===== src/hw/rtl/bsb_pkg.sv =====
`default_nettype none
package bsb_pkg;

    localparam int MAX_KNOTS  = 64;
    localparam int MAX_DEGREE = 7;
    localparam int KW  = $clog2(MAX_KNOTS);
    localparam int DW  = 3;
    localparam int LW  = $clog2(MAX_DEGREE + 1);
    localparam int VW  = 40;

    localparam logic [1:0] CFG_DEGREE = 2'd0;
    localparam logic [1:0] CFG_COUNT  = 2'd1;
    localparam logic [1:0] CFG_TOL    = 2'd2;

    localparam logic REQ_LOAD = 1'b0;
    localparam logic REQ_EVAL = 1'b1;

    localparam logic signed [VW-1:0] SAT_HI = {1'b0, {(VW-1){1'b1}}};
    localparam logic signed [VW-1:0] SAT_LO = {1'b1, {(VW-1){1'b0}}};
    localparam logic signed [VW-1:0] ONE_Q32 = 40'sh01_0000_0000;

    typedef struct packed {
        logic               req_type;
        logic [5:0]         knot_slot;
        logic signed [31:0] knot_value;
        logic signed [31:0] param_t;
        logic               derivative_order;
    } bsb_in_t;

    typedef struct packed {
        logic                 status;
        logic [5:0]           basis_index;
        logic signed [VW-1:0] basis_value;
        logic                 last;
    } bsb_out_t;

    typedef struct packed {
        logic                 start;
        logic signed [33:0]   num;
        logic signed [VW-1:0] val;
        logic signed [32:0]   den;
    } bsb_md_req_t;

    typedef struct packed {
        logic                 done;
        logic signed [VW-1:0] res;
    } bsb_md_rsp_t;

    function automatic logic signed [VW-1:0] sat40(input logic signed [VW+1:0] v);
        if (v > $signed({{2{1'b0}}, SAT_HI})) return SAT_HI;
        if (v < $signed({{2{1'b1}}, SAT_LO})) return SAT_LO;
        return v[VW-1:0];
    endfunction

endpackage
`default_nettype wire


===== src/hw/rtl/bsb_muldiv.sv =====
`default_nettype none
module bsb_muldiv (
    input  wire logic               clk,
    input  wire logic               rst_n,
    input  wire bsb_pkg::bsb_md_req_t req,
    output bsb_pkg::bsb_md_rsp_t    rsp
);
    import bsb_pkg::*;

    typedef enum logic [2:0] {S_IDLE, S_ML, S_MH, S_CHK, S_DIV, S_FIN} st_t;

    st_t         st_reg;
    logic        neg_reg;
    logic [39:0] a_reg;
    logic [39:0] b_reg;
    logic [32:0] d_reg;
    logic [79:0] prod_reg;
    logic [79:0] rem_reg;
    logic [38:0] q_reg;
    logic [5:0]  cnt_reg;
    logic [VW-1:0] res_reg;
    logic        done_reg;

    logic [33:0] amag;
    logic [39:0] bmag;
    logic [32:0] dmag;
    logic [80:0] trial;

    assign amag = req.num[33] ? 34'(-req.num) : 34'(req.num);
    assign bmag = req.val[VW-1] ? 40'(-req.val) : 40'(req.val);
    assign dmag = req.den[32] ? 33'(-req.den) : 33'(req.den);
    assign trial = {rem_reg, prod_reg[38]} - {48'd0, d_reg};
    assign rsp.done = done_reg;
    assign rsp.res  = res_reg;

    // multiply in two 20-bit slices, then restoring division one bit a cycle
    always_ff @(posedge clk or negedge rst_n)
    begin
        if (!rst_n)
        begin
            st_reg   <= S_IDLE;
            done_reg <= 1'b0;
        end
        else
        begin
            done_reg <= 1'b0;
            unique case (st_reg)
                S_IDLE:
                begin
                    if (req.start)
                    begin
                        neg_reg  <= (req.num[33] ^ req.val[VW-1]) ^ req.den[32];
                        a_reg    <= {6'd0, amag};
                        b_reg    <= bmag;
                        d_reg    <= dmag;
                        prod_reg <= 80'(a_reg[0] & 1'b0);
                        st_reg   <= S_ML;
                    end
                end
                S_ML:
                begin
                    prod_reg <= 80'(a_reg * b_reg[19:0]);
                    st_reg   <= S_MH;
                end
                S_MH:
                begin
                    prod_reg <= prod_reg + {60'(a_reg * b_reg[39:20]), 20'd0} ;
                    st_reg   <= S_CHK;
                end
                S_CHK:
                begin
                    if (a_reg == 40'd0 || b_reg == 40'd0)
                    begin
                        res_reg <= '0;
                        st_reg  <= S_FIN;
                    end
                    else if (prod_reg[79:39] >= {8'd0, d_reg})
                    begin
                        res_reg <= neg_reg ? SAT_LO : SAT_HI;
                        st_reg  <= S_FIN;
                    end
                    else
                    begin
                        rem_reg  <= {39'd0, prod_reg[79:39]};
                        q_reg    <= '0;
                        cnt_reg  <= 6'd38;
                        st_reg   <= S_DIV;
                    end
                end
                S_DIV:
                begin
                    if (!trial[80])
                    begin
                        rem_reg <= trial[79:0];
                        q_reg   <= {q_reg[37:0], 1'b1};
                    end
                    else
                    begin
                        rem_reg <= {rem_reg[78:0], prod_reg[38]};
                        q_reg   <= {q_reg[37:0], 1'b0};
                    end
                    prod_reg <= {prod_reg[79:39], prod_reg[37:0], 1'b0};
                    if (cnt_reg == 6'd0)
                        st_reg <= S_FIN;
                    else
                        cnt_reg <= cnt_reg - 6'd1;
                end
                S_FIN:
                begin
                    if (a_reg != 40'd0 && b_reg != 40'd0
                        && prod_reg[79:39] < {8'd0, d_reg})
                        res_reg <= neg_reg ? -{1'b0, q_reg} : {1'b0, q_reg};
                    done_reg <= 1'b1;
                    st_reg   <= S_IDLE;
                end
                default: st_reg <= S_IDLE;
            endcase
        end
    end
endmodule
`default_nettype wire


===== config.mk =====
export PLATFORM = sky130hd
export DESIGN_NAME = bsb_muldiv
export DESIGN_NICKNAME = d
export VERILOG_FILES = /design/src/hw/rtl/bsb_pkg.sv /design/src/hw/rtl/bsb_muldiv.sv
export SDC_FILE = /design/constraint.sdc
export NUM_CORES = 2
export LEC_CHECK = 0
export BUFFER_PORTS_ARGS = -buffer_cell sky130_fd_sc_hd__buf_2
export CAP_MARGIN = 25
export CORE_ASPECT_RATIO = 0.7
export CORE_MARGIN = 4
export CORE_UTILIZATION = 29
export DETAILED_ROUTE_END_ITERATION = 10
export PLACE_DENSITY_LB_ADDON = 0.2
export REMOVE_ABC_BUFFERS = 1
export SLEW_MARGIN = 20
export SYNTH_ARGS = -nofsm -noshare
export SYNTH_HDL_FRONTEND = slang
export SYNTH_SLANG_ARGS = --single-unit

===== constraint.sdc =====
create_clock -name clk -period 15.7 [get_ports clk]
set_input_delay 0.785 -clock clk [delete_from_list [all_inputs] [get_ports clk]]
set_output_delay 0.785 -clock clk [all_outputs]
set_load 0.05 [all_outputs]

# Word level (Yosys, flattened, before mapping)
# Cells that the tools add are included.
# word_totals
mem_bits_rw	0
latchBits	0
output_inout_bits	41
inputBits	110
mem_count	0
wordCells	90
reg_bits	357
romBits	0
# op_classes
add_sub_neg	7
order_cmp	2
n_mux	29
n_eq_ne	12
n_mul	2
div	0
bitwise_logic	3
n_reduce_logical	20
shift	0
# ops
cell	n
80-bit two-way mux	4
80-bit case mux with 4 select lines	1
40-bit two-way mux	5
80-bit case mux with 2 select lines	1
39-bit two-way mux	3
34-bit by 20-bit multiplier with 54-bit output	2
81-bit by 33-bit subtractor with 81-bit output	1
80-bit by 74-bit adder with 80-bit output	1
40-bit zero test	2
40-bit case mux with 2 select lines	1
40-bit nonzero test	2
39-bit case mux with 2 select lines	1
41-bit by 33-bit >= comparator with 1-bit output	1
41-bit by 33-bit < comparator with 1-bit output	1
39-bit negator with 40-bit output	1
40-bit negator	1
34-bit negator	1
33-bit two-way mux	1
33-bit negator	1
32-bit two-way mux	1
6-bit two-way mux	3
3-bit case mux with 5 select lines	1
2-bit != test, second input constant	6
6-bit case mux with 2 select lines	1
20 further kinds	32

# Logic depth before layout (Yosys ltp)
# logic_depth
word_depth	5
ltp_mapped	41

# Least setup slack after synthesis
# OpenSTA, ideal clock, no wires.
# synth_path
kind	flip-flop to flip-flop
start	register b_reg[25]
end	register prod_reg[78] (data pin)
setup_ps	147
setup_slack_ps	6299
path_stages_with_launch	36
arrival_ps	9254
path_buffers	3
required_time_ps	15553
path_cell_list	edfxtp_1 -> clkbuf_1 -> clkbuf_1 -> nand2_1 -> fa_1 -> fa_1 -> fa_1 -> inv_1 -> fa_1 -> fa_1 -> fa_1 -> inv_1 -> fa_1 -> inv_1 -> ha_1 -> a21oi_1 -> o31ai_1 -> a21o_1 -> a221oi_1 -> a21o_1 -> nand2_1 -> a221oi_1 -> o21ai_0 -> nand3b_1 -> a21oi_1 -> xnor2_1 -> ha_1 -> clkbuf_1 -> nand2_1 -> or4_1 -> nor2_1 -> o21ai_0 -> a2111oi_0 -> o21ai_0 -> or3_1 -> a21oi_1
# synth_via
elab_chain_cells	3
# synth_rtl
element	line_no	text
start: declaration	bsb_muldiv.sv:15	logic [39:0] b_reg;
start signal: assignment	bsb_muldiv.sv:54	b_reg <= bmag;
34-bit by 20-bit multiplier with 54-bit output	bsb_muldiv.sv:67	prod_reg <= prod_reg + {60'(a_reg * b_reg[39:20]), 20'd0} ;
80-bit by 74-bit adder with 80-bit output	bsb_muldiv.sv:67	
80-bit case mux with 4 select lines	bsb_muldiv.sv:47	unique case (st_reg)
end signal: assignment	bsb_muldiv.sv:56	prod_reg <= 80'(a_reg[0] & 1'b0);
end signal: assignment	bsb_muldiv.sv:62	prod_reg <= 80'(a_reg * b_reg[19:0]);
end signal: assignment	bsb_muldiv.sv:67	
end: declaration	bsb_muldiv.sv:17	logic [79:0] prod_reg;
# Every way passes these cells.
# A chain may end at the register's enable or synchronous reset.

# Final worst setup path
# layout_path
start	register a_reg[15]
end	register prod_reg[78] (data pin)
# layout_via
elab_chain_cells	3
# layout_rtl
element	line_no	text
start: declaration	bsb_muldiv.sv:14	logic [39:0] a_reg;
start signal: assignment	bsb_muldiv.sv:53	a_reg <= {6'd0, amag};
34-bit by 20-bit multiplier with 54-bit output	bsb_muldiv.sv:67	
80-bit by 74-bit adder with 80-bit output	bsb_muldiv.sv:67	
80-bit case mux with 4 select lines	bsb_muldiv.sv:47	
# Every way passes these cells.

==> run_results.csv <==
group,metric,value,unit
status,status,"complete, no violations",
sta,relSlewSlack,0.2173,
global_route,antenna_found_initial,9,
sta,setup_viol,0,
layout,layout-drive-gt1-share,0.05444,
sta,max_freq,88.91,MHz
synth,ys_types,88,
place,routabilityCongestion,0.8859,
synth,seq_area_frac_synth,0.1598,
sta,slew_viol_final,0,
clocking,hold_buffers,1,
sta,clock_skew,105.3,ps
synth,synth_warnings,0,
floorplan,core,229500,µm²
synth,synthCells,7393,
global_route,track_usage,0.1827,
worst_setup_path,critPathMaxFanout,33,
synth,yosysMostFrequentCell,"inv_1",
synth,async_reset_ff_frac,0.01120,
layout,fin_nets,9002,
routing,drt-initial-drc-count,4252,
clocking,numCtsBuffers,50,
clocking,htreeDepth,2,
clocking,insertion_delay,710,ps
synth,avgSynthCellArea,9.059,µm²
worst_setup_path,required,16160,ps
worst_setup_path,slowest_stage,"a2111oi_0",
sta,worstMarginPinSlew,1166,ps
synth,synth-edff-count,353,
worst_setup_path,crit_type,"flip-flop to flip-flop",
worst_setup_path,max_stage_delay,750,ps
global_route,overflow,0,
clocking,path_clk_slew,60,ps
floorplan,start_util,0.2918,
routing,wirelength,218500,µm
synth,synth_top_area_frac,0.3426,
layout,design_area,72520,µm²
routing,vias_per_cell,4.986,
clocking,cts_tree,"yes",
place,hpwl,165700,µm
place,io_buffer_count,150,
sta,tns,0,ps
worst_setup_path,crit_path_end_kind,"flip-flop",
clocking,clock_sinks,357,
floorplan,io_pins,151,
worst_setup_path,critical_path_arrival,11700,ps
floorplan,die_h,410.1,µm
global_route,grt_pass1_vias,53170,
floorplan,die_width,582.4,µm
sta,rsz0062_at_grt,"false",
routing,drc,0,
clocking,cts_max_path_buffers,3,
routing,final_antenna_net_count,0,
clocking,cts-resized-gates,0,
synth,synth_commonest_cells,"inv_1, fa_1, nand2_1",
place,placed_cell_area,70930,µm²
clocking,root_buffer,"clkbuf_16",
synth,netlist_top_cells_area,"fa_1, edfxtp_1, ha_1",
layout,fill_cells,24130,
routing,first_pass_iters,5,
layout,area_growth,8.291,%
sta,period_needed,11250,ps
clocking,post_cts_buffers,0,
sta,min_period_over_period,0.7164,
synth,ys_seq_elements,357,
sta,hold_viol,0,
floorplan,dieArea,238800,µm²
worst_setup_path,regToRegSetupSlack,4450,ps
global_route,grt_pass1_wl,338600,µm
synth,synth_area,66970,µm²
worst_hold_path,holdCritPathClass,"input pin to flip-flop",
synth,synth_ff_type,"edfxtp_1",
routing,dr_total_vias,51790,
synth,yosys.area.top_type,"fa_1",
worst_setup_path,worstSetupStartpointType,"flip-flop",
global_route,grt_max_degree,85,
flow_run,drv_cap,0,
routing,wire_per_inst,21.03,µm
worst_setup_path,cp_common_cell,"fa_1",
floorplan,row_count,147,
sta,holdWs,351.2,ps
-- logic make-up after synthesis --
group | share of synthesized area
compound gates | 0.09681
fa+ha+maj | 0.4278
flops | 0.1598
xor+xnor | 0.03856
mux | 0.009472
simple gates | 0.1722
buf+inv | 0.09538
-- path summary, 6_finish.rpt --
path                                          end                   from  depth (start not counted)
min reg2reg                 prod_reg[7]$_DFFE_PP_  prod_reg[6]$_DFFE_PP_                          2
min                            b_reg[0]$_DFFE_PP_                req[33]                          1
max in group asynchronous   st_reg[0]$_DFFE_PN0P_                  rst_n                          2
min in group asynchronous      done_reg$_DFF_PN0_                  rst_n                          2
max                        prod_reg[78]$_DFFE_PP_    a_reg[15]$_DFFE_PP_                         34
max reg2reg                prod_reg[78]$_DFFE_PP_    a_reg[15]$_DFFE_PP_                         34
-- metal layers --
metal | share of wire | vias to the layer above | global-route usage
met5 | 0 | - | 0
met4 | 0.015 | 0 | 0.02749
met3 | 0.071 | 178 | 0.02602
met2 | 0.40 | 1670 | 0.2529
met1 | 0.52 | 26600 | 0.2994
li1 | - | 23340 | -
-- through the flow --
step | worst slack [ps] | std cells | util
floorplan | 6126 | 6965 | -
global placement | 4309 | 10290 | 0.3088
detailed placement | 4612 | 10290 | 0.3090
CTS | 4520 | 10380 | 0.3158
global route | 3790 | 10380 | 0.3159
finish | 4453 | 10390 | 0.3160
-- cells in the final DEF (no fill, tap or decap), types with 50 or more instances in the layout --
cell type / instances
xor2_1: 61
nor3_1: 55
mux2i_1: 60
a21o_1: 132
nor4_1: 56
buf_4: 119
nand2b_1: 67
edfxtp_1: 353
nand3_1: 64
inv_1: 1269
fa_1: 1146
xnor2_1: 232
and3_1: 65
o22ai_1: 57
clkbuf_16: 50
buf_2: 150
and2_1: 492
nand2_1: 1140
a21oi_1: 278
ha_1: 456
o21ai_0: 212
nor2_1: 168
-- area by class of cell --
cell class,instances,area (µm²),area share
Multi-Input combinational cell,5338,49970,0.6890
Inverter,1270,4767,0.06573
Clock buffer,62,1296,0.01787
Sequential cell,357,10700,0.1475
Antenna cell,4,10.01,0.0001380
Timing Repair Buffer,273,1694,0.02336
Tap cell,3054,3821,0.05269
Clock inverter,29,264.0,0.003640
-- critical path, delay by kind of cell (launching register included) --
| family | cells | cell delay (ps) |
|---|---|---|
| compound gates | 12 | 3670 |
| xor+xnor | 1 | 90 |
| fa+ha+maj | 9 | 4180 |
| buf+inv | 5 | 820 |
| flops | 1 | 560 |
| simple gates | 7 | 1690 |
Power is not shown: default switching activity piles up to over one toggle a cycle in this logic, so the estimate is an artifact.
